<file path="src/hdl/tsc_pkg.sv">
// Shared types, constants and classification functions of the token stream classifier.
package tsc_pkg;

    localparam int TOKEN_MAX     = 127;
    localparam int POSITION_BITS = 16;

    // Widths of the fields of one result transaction.
    localparam int KIND_W  = 2;
    localparam int WHICH_W = 5;
    localparam int START_W = 16;
    localparam int LEN_W   = $clog2(TOKEN_MAX + 1);
    // The word length counter stops at TOKEN_MAX + 1.
    localparam int CNT_W   = $clog2(TOKEN_MAX + 2);

    localparam int NUM_SINGLES = 12;
    localparam int NUM_PAIRS   = 7;
    localparam int NUM_KW      = 5;
    localparam int KW_CHARS    = 6;

    localparam int Q_DEPTH = 4;
    localparam int Q_PTR_W = $clog2(Q_DEPTH);
    localparam int Q_CNT_W = $clog2(Q_DEPTH + 1);

    localparam logic [KIND_W-1:0] KIND_OPERATOR   = 2'd0;
    localparam logic [KIND_W-1:0] KIND_KEYWORD    = 2'd1;
    localparam logic [KIND_W-1:0] KIND_NUMBER     = 2'd2;
    localparam logic [KIND_W-1:0] KIND_IDENTIFIER = 2'd3;

    localparam logic [WHICH_W-1:0] PAIR_BASE = 5'd12;

    localparam logic [7:0] CH_SLASH   = 8'h2f;
    localparam logic [7:0] CH_EQUAL   = 8'h3d;
    localparam logic [7:0] CH_NEWLINE = 8'h0a;
    localparam logic [7:0] CH_SPACE   = 8'h20;
    localparam logic [7:0] CH_TAB     = 8'h09;
    localparam logic [7:0] CH_CR      = 8'h0d;
    localparam logic [7:0] CH_ZERO    = 8'h30;
    localparam logic [7:0] CH_NINE    = 8'h39;

    localparam logic [7:0] OPERATOR_BYTES [NUM_SINGLES] = '{
        8'h2b, 8'h2d, 8'h2a, 8'h2f, 8'h3d, 8'h3b,
        8'h28, 8'h29, 8'h7b, 8'h7d, 8'h3e, 8'h3c
    };

    localparam logic [7:0] PAIR_FIRST [NUM_PAIRS] = '{
        8'h3d, 8'h2b, 8'h2d, 8'h2a, 8'h2f, 8'h3e, 8'h3c
    };

    // Keywords: int, if, while, return, main.
    localparam logic [7:0] KW_TEXT [NUM_KW][KW_CHARS] = '{
        '{8'h69, 8'h6e, 8'h74, 8'h00, 8'h00, 8'h00},
        '{8'h69, 8'h66, 8'h00, 8'h00, 8'h00, 8'h00},
        '{8'h77, 8'h68, 8'h69, 8'h6c, 8'h65, 8'h00},
        '{8'h72, 8'h65, 8'h74, 8'h75, 8'h72, 8'h6e},
        '{8'h6d, 8'h61, 8'h69, 8'h6e, 8'h00, 8'h00}
    };

    localparam logic [CNT_W-1:0] KW_LEN [NUM_KW] = '{
        CNT_W'(3), CNT_W'(2), CNT_W'(5), CNT_W'(6), CNT_W'(4)
    };

    typedef struct packed {
        logic [KIND_W-1:0]  kind;
        logic [WHICH_W-1:0] which;
        logic [START_W-1:0] start;
        logic [LEN_W-1:0]   length;
        logic               truncated;
    } tok_t;

    // One queue entry holds every token that one input byte produced.
    typedef struct packed {
        tok_t t0;
        tok_t t1;
        logic two;
    } entry_t;

    typedef struct packed {
        logic                 hit;
        logic [WHICH_W-1:0]   code;
    } op_hit_t;

    function automatic logic is_space(input logic [7:0] c);
        return (c == 8'h00) || (c == CH_SPACE) || ((c >= CH_TAB) && (c <= CH_CR));
    endfunction

    function automatic logic is_digit(input logic [7:0] c);
        return (c >= CH_ZERO) && (c <= CH_NINE);
    endfunction

    function automatic op_hit_t single_lookup(input logic [7:0] c);
        op_hit_t r;
        r.hit  = 1'b0;
        r.code = '0;
        for (int i = NUM_SINGLES - 1; i >= 0; i--) begin
            if (OPERATOR_BYTES[i] == c) begin
                r.hit  = 1'b1;
                r.code = WHICH_W'(i);
            end
        end
        return r;
    endfunction

    function automatic op_hit_t pair_lookup(input logic [7:0] a, input logic [7:0] b);
        op_hit_t r;
        r.hit  = 1'b0;
        r.code = '0;
        for (int i = NUM_PAIRS - 1; i >= 0; i--) begin
            if ((b == CH_EQUAL) && (PAIR_FIRST[i] == a)) begin
                r.hit  = 1'b1;
                r.code = PAIR_BASE + WHICH_W'(i);
            end
        end
        return r;
    endfunction

    // Bit i stays set if keyword i still matches with byte c at offset k.
    function automatic logic [NUM_KW-1:0] kw_match(input logic [CNT_W-1:0] k,
                                                   input logic [7:0] c);
        logic [NUM_KW-1:0] m;
        m = '0;
        for (int i = 0; i < NUM_KW; i++) begin
            if (k < KW_LEN[i]) begin
                m[i] = (KW_TEXT[i][k[2:0]] == c);
            end
        end
        return m;
    endfunction

    function automatic logic [START_W-1:0] to_start(input logic [POSITION_BITS-1:0] p);
        logic [31:0] w;
        w = 32'(p);
        return w[START_W-1:0];
    endfunction

    function automatic tok_t make_op(input logic [WHICH_W-1:0] code,
                                     input logic [POSITION_BITS-1:0] start,
                                     input logic [LEN_W-1:0] len);
        tok_t t;
        t.kind      = KIND_OPERATOR;
        t.which     = code;
        t.start     = to_start(start);
        t.length    = len;
        t.truncated = 1'b0;
        return t;
    endfunction

    function automatic tok_t make_word(input logic [NUM_KW-1:0] alive,
                                       input logic [CNT_W-1:0] tlen,
                                       input logic digits,
                                       input logic [POSITION_BITS-1:0] start);
        tok_t t;
        t.kind  = digits ? KIND_NUMBER : KIND_IDENTIFIER;
        t.which = '0;
        // The lowest keyword index wins, so scan from the top down.
        for (int i = NUM_KW - 1; i >= 0; i--) begin
            if (alive[i] && (tlen == KW_LEN[i])) begin
                t.kind  = KIND_KEYWORD;
                t.which = WHICH_W'(i);
            end
        end
        t.start     = to_start(start);
        t.truncated = (tlen > CNT_W'(TOKEN_MAX));
        t.length    = t.truncated ? LEN_W'(TOKEN_MAX) : tlen[LEN_W-1:0];
        return t;
    endfunction

endpackage

</file>
<file path="src/hdl/tsc_front.sv">
// Front end: accepts source bytes, tracks lexer state and builds the tokens of each byte.
module tsc_front import tsc_pkg::*; (
    input  logic        aclk,
    input  logic        aresetn,
    input  logic        s_valid,
    output logic        s_ready,
    input  logic [7:0]  s_ch,
    input  logic        s_end_of_text,
    input  logic        q_full,
    output logic        push_valid,
    output entry_t      push_data
);

    typedef enum logic [1:0] {
        MODE_IDLE,
        MODE_WORD,
        MODE_HELD,
        MODE_COMMENT
    } mode_t;

    mode_t                    mode_reg, mode_next;
    logic [7:0]               held_reg, held_next;
    logic [NUM_KW-1:0]        alive_reg, alive_next;
    logic                     digits_reg, digits_next;
    logic [CNT_W-1:0]         tlen_reg, tlen_next;
    logic [POSITION_BITS-1:0] tstart_reg, tstart_next;
    logic [POSITION_BITS-1:0] pos_reg, pos_next;

    logic    in_fire;
    logic    fresh;
    logic    v0, v1;
    tok_t    t0, t1, tw;
    op_hit_t c_single, held_single, pair;

    assign s_ready = !q_full;
    assign in_fire = s_valid && s_ready;

    assign c_single    = single_lookup(s_ch);
    assign held_single = single_lookup(held_reg);
    assign pair        = pair_lookup(held_reg, s_ch);

    always_comb begin
        mode_next   = mode_reg;
        held_next   = held_reg;
        alive_next  = alive_reg;
        digits_next = digits_reg;
        tlen_next   = tlen_reg;
        tstart_next = tstart_reg;
        pos_next    = pos_reg + POSITION_BITS'(1);
        fresh       = 1'b0;
        v0          = 1'b0;
        v1          = 1'b0;
        t0          = '0;
        t1          = '0;
        tw          = '0;

        case (mode_reg)
            MODE_COMMENT: begin
                if (s_ch == CH_NEWLINE) begin
                    mode_next = MODE_IDLE;
                end
            end
            MODE_HELD: begin
                if ((held_reg == CH_SLASH) && (s_ch == CH_SLASH)) begin
                    mode_next = MODE_COMMENT;
                end else if (pair.hit) begin
                    t0        = make_op(pair.code, tstart_reg, LEN_W'(2));
                    v0        = 1'b1;
                    mode_next = MODE_IDLE;
                end else begin
                    t0    = make_op(held_single.code, tstart_reg, LEN_W'(1));
                    v0    = 1'b1;
                    fresh = 1'b1;
                end
            end
            MODE_WORD: begin
                if (is_space(s_ch) || c_single.hit) begin
                    t0    = make_word(alive_reg, tlen_reg, digits_reg, tstart_reg);
                    v0    = 1'b1;
                    fresh = 1'b1;
                end else begin
                    alive_next  = alive_reg & kw_match(tlen_reg, s_ch);
                    digits_next = digits_reg & is_digit(s_ch);
                    if (tlen_reg <= CNT_W'(TOKEN_MAX)) begin
                        tlen_next = tlen_reg + CNT_W'(1);
                    end
                end
            end
            default: begin
                fresh = 1'b1;
            end
        endcase

        // A byte that closes a token may open the next one.
        if (fresh) begin
            if (is_space(s_ch)) begin
                mode_next = MODE_IDLE;
            end else if (c_single.hit) begin
                mode_next   = MODE_HELD;
                held_next   = s_ch;
                tstart_next = pos_reg;
            end else begin
                mode_next   = MODE_WORD;
                tstart_next = pos_reg;
                alive_next  = kw_match('0, s_ch);
                digits_next = is_digit(s_ch);
                tlen_next   = CNT_W'(1);
            end
        end

        // End of text flushes whatever is pending and restarts at position zero.
        if (s_end_of_text) begin
            if (mode_next == MODE_HELD) begin
                tw = make_op(single_lookup(held_next).code, tstart_next, LEN_W'(1));
            end else begin
                tw = make_word(alive_next, tlen_next, digits_next, tstart_next);
            end
            if ((mode_next == MODE_HELD) || (mode_next == MODE_WORD)) begin
                if (v0) begin
                    t1 = tw;
                    v1 = 1'b1;
                end else begin
                    t0 = tw;
                    v0 = 1'b1;
                end
            end
            mode_next   = MODE_IDLE;
            held_next   = '0;
            alive_next  = '1;
            digits_next = 1'b1;
            tlen_next   = '0;
            tstart_next = '0;
            pos_next    = '0;
        end
    end

    assign push_valid    = in_fire && v0;
    assign push_data.t0  = t0;
    assign push_data.t1  = t1;
    assign push_data.two = v1;

    always_ff @(posedge aclk) begin
        if (!aresetn) begin
            mode_reg   <= MODE_IDLE;
            held_reg   <= '0;
            alive_reg  <= '1;
            digits_reg <= 1'b1;
            tlen_reg   <= '0;
            tstart_reg <= '0;
            pos_reg    <= '0;
        end else if (in_fire) begin
            mode_reg   <= mode_next;
            held_reg   <= held_next;
            alive_reg  <= alive_next;
            digits_reg <= digits_next;
            tlen_reg   <= tlen_next;
            tstart_reg <= tstart_next;
            pos_reg    <= pos_next;
        end
    end

endmodule

</file>
<file path="src/hdl/tsc_queue.sv">
// Short token queue between the front end and the output stage.
module tsc_queue import tsc_pkg::*; (
    input  logic   aclk,
    input  logic   aresetn,
    input  logic   push_valid,
    input  entry_t push_data,
    output logic   full,
    input  logic   pop_ready,
    output logic   pop_valid,
    output entry_t pop_data
);

    entry_t               slot_reg [Q_DEPTH];
    logic [Q_PTR_W-1:0]   wr_ptr_reg, rd_ptr_reg;
    logic [Q_CNT_W-1:0]   count_reg, count_next;
    logic                 push_fire, pop_fire;

    assign full      = (count_reg == Q_CNT_W'(Q_DEPTH));
    assign pop_valid = (count_reg != '0);
    assign pop_data  = slot_reg[rd_ptr_reg];
    assign push_fire = push_valid && !full;
    assign pop_fire  = pop_ready && pop_valid;

    always_comb begin
        count_next = count_reg;
        if (push_fire && !pop_fire) begin
            count_next = count_reg + Q_CNT_W'(1);
        end else if (pop_fire && !push_fire) begin
            count_next = count_reg - Q_CNT_W'(1);
        end
    end

    always_ff @(posedge aclk) begin
        if (!aresetn) begin
            wr_ptr_reg <= '0;
            rd_ptr_reg <= '0;
            count_reg  <= '0;
        end else begin
            count_reg <= count_next;
            if (push_fire) begin
                wr_ptr_reg <= (wr_ptr_reg == Q_PTR_W'(Q_DEPTH - 1)) ? '0
                                                                    : wr_ptr_reg + Q_PTR_W'(1);
            end
            if (pop_fire) begin
                rd_ptr_reg <= (rd_ptr_reg == Q_PTR_W'(Q_DEPTH - 1)) ? '0
                                                                    : rd_ptr_reg + Q_PTR_W'(1);
            end
        end
    end

    always_ff @(posedge aclk) begin
        if (push_fire) begin
            slot_reg[wr_ptr_reg] <= push_data;
        end
    end

    a_count_bound: assert property (@(posedge aclk) disable iff (!aresetn)
        count_reg <= Q_CNT_W'(Q_DEPTH))
        else $error("token queue count exceeds its depth");

    a_no_drop: assert property (@(posedge aclk) disable iff (!aresetn)
        push_valid |-> !full)
        else $error("token entry offered while the queue is full");

    a_push_lands: assert property (@(posedge aclk) disable iff (!aresetn)
        (push_fire && !pop_fire) |=> pop_valid)
        else $error("queue empty right after a push");

endmodule

</file>
<file path="src/hdl/tsc_back.sv">
// Output stage: takes queue entries and hands their tokens out one transaction at a time.
module tsc_back import tsc_pkg::*; (
    input  logic               aclk,
    input  logic               aresetn,
    input  logic               q_valid,
    input  entry_t             q_data,
    output logic               q_ready,
    output logic               m_valid,
    input  logic               m_ready,
    output logic [KIND_W-1:0]  m_kind,
    output logic [WHICH_W-1:0] m_which,
    output logic [START_W-1:0] m_start_res,
    output logic [LEN_W-1:0]   m_length,
    output logic               m_truncated,
    output logic               m_last
);

    entry_t cur_reg;
    logic   cur_valid_reg;
    logic   sel_reg;
    logic   advance;
    tok_t   tok;

    assign tok         = sel_reg ? cur_reg.t1 : cur_reg.t0;
    assign m_valid     = cur_valid_reg;
    assign m_kind      = tok.kind;
    assign m_which     = tok.which;
    assign m_start_res = tok.start;
    assign m_length    = tok.length;
    assign m_truncated = tok.truncated;
    assign m_last      = sel_reg || !cur_reg.two;
    assign advance     = m_valid && m_ready;
    // The holding register refills in the same cycle its final token leaves.
    assign q_ready     = !cur_valid_reg || (advance && m_last);

    always_ff @(posedge aclk) begin
        if (!aresetn) begin
            cur_valid_reg <= 1'b0;
            sel_reg       <= 1'b0;
        end else if (q_ready) begin
            cur_valid_reg <= q_valid;
            sel_reg       <= 1'b0;
        end else if (advance) begin
            sel_reg <= 1'b1;
        end
    end

    always_ff @(posedge aclk) begin
        if (q_ready && q_valid) begin
            cur_reg <= q_data;
        end
    end

    a_second_only_of_pair: assert property (@(posedge aclk) disable iff (!aresetn)
        sel_reg |-> (cur_valid_reg && cur_reg.two))
        else $error("second token selected from a single-token entry");

endmodule

</file>
<file path="src/hdl/token_stream_classifier.sv">
// Top level of the token stream classifier: front end, token queue and output stage.
//
// Source text enters one byte per transaction on the s_ channel (s_ch, with
// s_end_of_text on the final byte of a text). White space and line comments
// are dropped; every finished token leaves as one m_ transaction carrying its
// kind, code, start position, saturated length and truncation flag. m_last
// marks the final token produced by a given input byte; a byte yields zero,
// one or two tokens.
// A token that a byte completes is written into the queue when the byte is
// accepted, then loaded from the queue into the output register and presented on m_.
// Throughput: one byte per cycle while the queue is not full; the output side
// moves one token per cycle while m_ready is high, so a byte that finishes two
// tokens keeps the output side busy for both, absorbed by the four-entry queue.
// When the receiver stalls, tokens collect in the queue and s_ready drops only
// once the queue is full; no token is lost or reordered.
// Reset (aresetn low, synchronous) empties the queue and output stage and
// returns the lexer to idle at position zero. After end of text the lexer
// likewise restarts at position zero.
module token_stream_classifier import tsc_pkg::*; (
    input  logic               aclk,
    input  logic               aresetn,
    input  logic               s_valid,
    output logic               s_ready,
    input  logic [7:0]         s_ch,
    input  logic               s_end_of_text,
    output logic               m_valid,
    input  logic               m_ready,
    output logic [KIND_W-1:0]  m_kind,
    output logic [WHICH_W-1:0] m_which,
    output logic [START_W-1:0] m_start_res,
    output logic [LEN_W-1:0]   m_length,
    output logic               m_truncated,
    output logic               m_last
);

    logic   push_valid;
    entry_t push_data;
    logic   q_full;
    logic   q_valid;
    logic   q_ready;
    entry_t q_data;

    tsc_front u_front (
        .aclk          (aclk),
        .aresetn       (aresetn),
        .s_valid       (s_valid),
        .s_ready       (s_ready),
        .s_ch          (s_ch),
        .s_end_of_text (s_end_of_text),
        .q_full        (q_full),
        .push_valid    (push_valid),
        .push_data     (push_data)
    );

    tsc_queue u_queue (
        .aclk       (aclk),
        .aresetn    (aresetn),
        .push_valid (push_valid),
        .push_data  (push_data),
        .full       (q_full),
        .pop_ready  (q_ready),
        .pop_valid  (q_valid),
        .pop_data   (q_data)
    );

    tsc_back u_back (
        .aclk        (aclk),
        .aresetn     (aresetn),
        .q_valid     (q_valid),
        .q_data      (q_data),
        .q_ready     (q_ready),
        .m_valid     (m_valid),
        .m_ready     (m_ready),
        .m_kind      (m_kind),
        .m_which     (m_which),
        .m_start_res (m_start_res),
        .m_length    (m_length),
        .m_truncated (m_truncated),
        .m_last      (m_last)
    );

endmodule
</file>
<file path="config.mk">
export PLATFORM = sky130hd
export DESIGN_NAME = token_stream_classifier
export DESIGN_NICKNAME = d
export VERILOG_FILES = /design/src/hdl/tsc_pkg.sv /design/src/hdl/tsc_front.sv /design/src/hdl/tsc_queue.sv /design/src/hdl/tsc_back.sv /design/src/hdl/token_stream_classifier.sv
export SDC_FILE = /design/constraint.sdc
export NUM_CORES = 1
export LEC_CHECK = 0
export BUFFER_PORTS_ARGS = -buffer_cell sky130_fd_sc_hd__buf_2
export CAP_MARGIN = 25
export CORE_UTILIZATION = 40
export CTS_BUF_LIST = sky130_fd_sc_hd__clkbuf_4
export DETAILED_ROUTE_END_ITERATION = 7
export PLACE_DENSITY_LB_ADDON = 0.05
export SKIP_CTS_REPAIR_TIMING = 1
export SLEW_MARGIN = 20
export SYNTH_ARGS = -nofsm -noshare
export SYNTH_HDL_FRONTEND = slang
export SYNTH_SLANG_ARGS = --single-unit
</file>
<file path="constraint.sdc">
create_clock -name aclk -period 13.75 [get_ports aclk]
set_input_delay 1.375 -clock aclk [delete_from_list [all_inputs] [get_ports aclk]]
set_output_delay 1.375 -clock aclk [all_outputs]
set_load 0.01 [all_outputs]
</file>
[Word level (Yosys, flattened, before mapping)]
Memories as Yosys holds them, arrays and structs flattened. A register that Yosys moved wholly into a read port is not among the register bits.
Cells that the tools add are included.
Word-level totals
  register bits: 65
  bits in writable memories: 252
  ROM bits: 320
  input bits: 13
  output and inout bits: 34
  word-level logic and storage cells: 298
  memories kept: 6
Operators by class
  $add $sub $neg: 6
  magnitude comparators: 13
  equal/unequal tests: 68
  muxes and demuxes: 146
  bitwise operators: 4
  reduce and logical (&&, ||, !) cells: 43
Memory list
  u_queue.slot_reg: depth 4, bits a word 63, read ports 1, clocked after Yosys merged registers in 1, wr ports 1, RTL line tsc_queue.sv:13  | entry_t slot_reg [Q_DEPTH];
  (name not given): depth 8, bits a word 8, read ports 1, clocked after Yosys merged registers in 0, wr ports 0, RTL line tsc_pkg.sv:123  | m[i] = (KW_TEXT[i][k[2:0]] == c);
  (name not given): depth 8, bits a word 8, read ports 1, clocked after Yosys merged registers in 0, wr ports 0, RTL line tsc_pkg.sv:123
  (name not given): depth 8, bits a word 8, read ports 1, clocked after Yosys merged registers in 0, wr ports 0, RTL line tsc_pkg.sv:123
  (name not given): depth 8, bits a word 8, read ports 1, clocked after Yosys merged registers in 0, wr ports 0, RTL line tsc_pkg.sv:123
  (name not given): depth 8, bits a word 8, read ports 1, clocked after Yosys merged registers in 0, wr ports 0, RTL line tsc_pkg.sv:123
Operator list (count)
  $mux 31: 10
  $eq 6x8->1 const A: 30
  $mux 8: 21
  $mux 5: 28
  $mux 6: 19
  $mux 7: 12
  $eq 7x8->1 const A: 10
  $mux 16: 4
  $pmux 31 s2: 1
  $eq 8x3->1 const B: 6
  $eq 8x8->1: 5
  $mux 1: 34
  $eq 8x2->1 const B: 4
  $eq 8x6->1 const B: 4
  $mux 29: 1
  $logic_and 1x1->1: 28
  $lt 8x3->1 const B: 3
  $mux 2: 9
  $add 16x1->16 const B: 1
  $gt 8x7->1 const B: 2
  $lt 8x2->1 const B: 2
  $eq 2x2->1 const B: 5
  $add 8x1->8 const B: 1
  $eq 8x4->1 const B: 1
  26 further kinds: 39

[Depth between registers and ports, before layout]
  depth after elaboration: 34
  depth in mapped cells: 19
  mapped depth without buffers: 17

[Cells and area by module]
A second synthesis with hierarchy kept.
Second synthesis, totals
  cell total of the unflattened synthesis: 1224
  area, all modules: 17269.1 um2
Modules (own cells, without submodules)
  tsc_queue: instances 1, cells an instance 380, area an instance 9644.2 um2, sequential area each 7747.4 um2
  tsc_front: instances 1, cells an instance 736, area an instance 5238.8 um2, sequential area each 1121.1 um2
  tsc_back: instances 1, cells an instance 108, area an instance 2386.0 um2, sequential area each 1931.9 um2

[Least setup slack after synthesis]
OpenSTA, ideal clock, no wires.
  path kind: input port to flip-flop
  start: input m_ready
  end: register u_queue.count_reg[2]
  setup time: 0.076 ns
  data arrival time: 6.060 ns
  data required time: 13.674 ns
  path slack: 7.615 ns
  cell stages on the path: 9
  path buffers: 0
  cell sequence: nand2_1 a21oi_1 inv_1 ha_1 inv_1 fa_1 xor2_1 or3_1 a21boi_0
Between the ends
  cells in the longest elaborated chain, start to end: 7
  elaborated cells on any way between the ends: 9
  those cells by class: mux (1); reduce/logical (8)
RTL lines
  start, declared: RTL line token_stream_classifier.sv:27  | input logic m_ready,
  $logic_and 1x1->1 *: RTL line tsc_back.sv:32  | assign advance = m_valid && m_ready;
  $logic_and 1x1->1 *: RTL line tsc_back.sv:34  | assign q_ready = !cur_valid_reg || (advance && m_last);
  $logic_or 1x1->1 *: RTL line tsc_back.sv:34
  $logic_and 1x1->1 *: RTL line tsc_queue.sv:22  | assign pop_fire = pop_ready && pop_valid;
  named net u_queue.pop_fire: RTL line tsc_queue.sv:16  | logic push_fire, pop_fire;
  $logic_not 1->1: RTL line tsc_queue.sv:26  | if (push_fire && !pop_fire) begin
  $logic_and 1x1->1: RTL line tsc_queue.sv:26
  $mux 3 / $reduce_bool 2->1 (equally long branches)
  end signal, assigned: RTL line tsc_queue.sv:39  | count_reg <= count_next;
  end, declared: RTL line tsc_queue.sv:15  | logic [Q_CNT_W-1:0] count_reg, count_next;
Mark *: on every way through the listed nets, which the timed path passes. The rest lies on a longest branch.
A chain may end at the register's enable or synchronous reset.

[Worst setup path in the final report]
  start: input s_ch[4]
  end: memory u_queue.slot_reg[0][36] in the netlist's numbering (enable)
Between the ends
  cells in the longest elaborated chain, start to end: 25
  elaborated cells on any way between the ends: 72
  those cells by class: order compare (2); eq/ne (18); mux (36); reduce/logical (16)
RTL lines
  start, declared: RTL line token_stream_classifier.sv:24  | input logic [7:0] s_ch,
  $eq 6x8->1: RTL line tsc_pkg.sv:95  | if (OPERATOR_BYTES[i] == c) begin
  $mux 6 (12 in a row): RTL line tsc_pkg.sv:95
  $logic_or 1x1->1: RTL line tsc_front.sv:77  | if (is_space(s_ch) || c_single.hit) begin
  $mux 1: RTL line tsc_front.sv:77
  $pmux 1 s3: RTL line tsc_front.sv:57  | case (mode_reg)
  $mux 2: RTL line tsc_front.sv:95  | if (fresh) begin
  $eq 2x2->1 / $eq 2x1->1 (equally long branches): RTL line tsc_front.sv:118  | if ((mode_next == MODE_HELD) || (mode_next == MODE_WORD)) begin
  $logic_or 1x1->1: RTL line tsc_front.sv:118
  $mux 1: RTL line tsc_front.sv:118
  $mux 1 *: RTL line tsc_front.sv:112  | if (s_end_of_text) begin
  $logic_and 1x1->1 *: RTL line tsc_front.sv:137  | assign push_valid = in_fire && v0;
  $logic_and 1x1->1 *: RTL line tsc_queue.sv:21  | assign push_fire = push_valid && !full;
  named net u_queue.push_fire: RTL line tsc_queue.sv:16
  $mux 1 *: RTL line tsc_queue.sv:52  | if (push_fire) begin
  $mux 1 (not written as such) *: RTL line tsc_queue.sv:53  | slot_reg[wr_ptr_reg] <= push_data;
  end, declared: RTL line tsc_queue.sv:13
Marks and branches as above.

==> reports/metrics.cfg <==
[run_status]
status=finished with violations
failed_checks=design-rule violations

[power_and_ir_drop]
pwr-share-comb_pct=19.0
ir_drop_mv=0.0781
p_leak_uw=0.00642
p_sw_share_pct=27.7
power_frac_seq_pct=49.6
p_per_area_nw_per_um2=159
p_sw_uw=827
power_frac_clock_pct=31.4
intPower_uw=2160

[placement]
post-dp-hpwl_mm=24.7
placed_cells=1729
gp_congestion=0.910
portBuffers=46
dpl_cell_area_um2=17500

[worst_setup_path]
reg2regPathDepth=12
crit_path_end_kind=flip-flop
path_max_fanout=42
worst_ep_required_time_ns=14.12
critPathArrivalTime_ns=6.19
r2r_slack_ns=8.28
crit_type=in -> reg
crit_path_start_kind=input port

[final_layout]
largest_reg_flops=248
multi_input_area_um2=5770
drive_above_1_share_pct=25.3
final_cells=1909
area_growth_pct=12.0
final_area_um2=18800
mostFrequentLayoutCells=310 x edfxtp_1, 153 x clkbuf_4, 97 x nand2_1
fillers=3769
final_common_cell=edfxtp_1
ff_latch_area_um2=10600
fin_nets=1334

[sta]
fin_skew_ns=0.0377
grt_setup_unrepaired=false
max_freq_mhz=172
min_period_ns=5.82
hold_viol_final=0
fin_crit_sh_pct=42.3
drv_slew=0
tns_ns=0
setup_viol=0
tightestPinTransition_ns=1.01
slew_headroom_pct=32.9

[die]
ioPinCount=47
start_util_pct=40.8
die_h_um=207
die_w_um=207
rows=74
dieArea_um2=42700
core_region_area_um2=41000

[drt]
drtPass1Iterations=7
vias_per_cell=5.50
dr_total_vias=10500
wl_per_cell_um=20.9
route.detailed.drc=4
final_antenna_net_count=0
drt-initial-drc-count=888
wl_mm=40.0

[cts]
cts_buffers=99
clock_path_buffers=3
clock_latency_ns=0.77
htreeDepth=3
clockRootBuffer=clkbuf_4
path_clk_slew_ns=0.05
cts.sinks=375
cts_tree=yes

[global_route]
grt_antenna_before_repair=2
grt_pass1_vias=10500
grt_pass1_wl_mm=61.5
grt_max_degree=63
grtUsageTotal_pct=19.4
overflow=0

[synth]
ys_types=76
synth-xor-area-share_pct=1.88
syn-cell-area_um2=16700
synth_warnings=0
synth_mux_area_share_pct=11.0
synth_compound_area_share_pct=8.89
syn_inst=1206
synthSimpleGateAreaFrac_pct=10.8
synthArstFlopShare_pct=0
synth_top_family_by_area=multiplexers
synth_ff_type=edfxtp_1
syn_nets=1241
synthAdderAreaFrac_pct=1.69
syn_avg_cell_area_um2=13.9
ys_seq_area_share_pct=63.4
ys_seq_elements=375
synth_edf_count=310

[worst_hold_path]
min_path_cells=1
min_path_type=reg -> reg

[run]
cap_viol_max_count=0

[worst max-delay path, cell delays in order]
cell and delay (ns):
buf_2 0.27, or4b_1 0.58, or4_4 0.50, and2_4 0.21
a21oi_2 0.24, a21oi_1 0.28, a21oi_1 0.25, inv_1 0.07
ha_1 0.26, nand2b_1 0.19, a21oi_1 0.59, and2_2 0.65
buf_4 0.68
[cell families (layout without fill, tap and decap cells)]
| kind of cell | count (synthesis) | in the layout |
|---|---|---|
| flops | 375 | 375 |
| mux | 103 | 103 |
| fa+ha+maj | 22 | 22 |
| xor+xnor | 36 | 36 |
| other cells | 0 | 3 |
| simple gates | 355 | 355 |
| buf+inv | 97 | 265 |
| compound gates | 218 | 218 |
[metrics by stage]
stage          setup WS [ns]  utilization [%]  hold WS (ns)  total power [uW]
6_report                7.93             45.7         0.516              2980
2_1_floorplan           7.61                -         0.477              1880
3_5_place_dp            7.11             42.7         0.507              2090
5_1_grt                 7.59             45.7         0.536              3150
4_1_cts                 7.95             45.7         0.521              3040
3_3_place_gp            7.17             42.7         0.505              2080
[power by group through the flow]
stage | logic [uW] | registers [uW] | clock network (uW)
CTS | 579 | 1490 | 974
detailed placement | 577 | 1510 | 0
finish | 567 | 1480 | 936
global placement | 576 | 1510 | 0
floorplan | 408 | 1470 | 0
global route | 622 | 1500 | 1030
[synthesized netlist by cell type, drive strengths merged (24+ instances only)]
cell type	number	area share [%]
nand2	97	2.2
nor2b	38	1.4
nor2	69	1.6
a21oi	53	1.6
a22oi	25	1.1
clkbuf	48	1.1
o21ai	46	1.6
mux4	62	8.3
inv	26	0.58
xor2	24	1.3
nor3	34	1.0
dfxtp	65	7.8
edfxtp	310	56
mux2	32	2.2
[per-layer routing]
layer | up-vias | track usage [%] | part of all wire [%]
met5 | - | 0 | 0
li1 | 4885 | - | -
met2 | 267 | 30.4 | 47
met1 | 5292 | 26.5 | 47
met3 | 54 | 4.24 | 4.4
met4 | 0 | 6.72 | 2.0
[layout make-up]
class | instances | area share, %
Antenna cell | 3 | 0.0400
Clock buffer | 153 | 6.12
Clock inverter | 23 | 0.473
Inverter | 26 | 0.520
Multi-Input combinational cell | 734 | 30.7
Sequential cell | 375 | 56.6
Tap cell | 532 | 3.55
Timing Repair Buffer | 63 | 1.97
[path summary, 6_finish.rpt]
kind	startpoint	to
max	s_ch[4]	u_queue.slot_reg[0][36]$_DFFE_PP_
min	u_front.held_reg[7]$_SDFFE_PN0P_	u_front.held_reg[7]$_SDFFE_PN0P_
max reg2reg	u_front.held_reg[4]$_SDFFE_PN0P_	u_queue.slot_reg[0][36]$_DFFE_PP_
min reg2reg	u_front.held_reg[7]$_SDFFE_PN0P_	u_front.held_reg[7]$_SDFFE_PN0P_
Note: power is estimated with default switching activity, not from simulation.
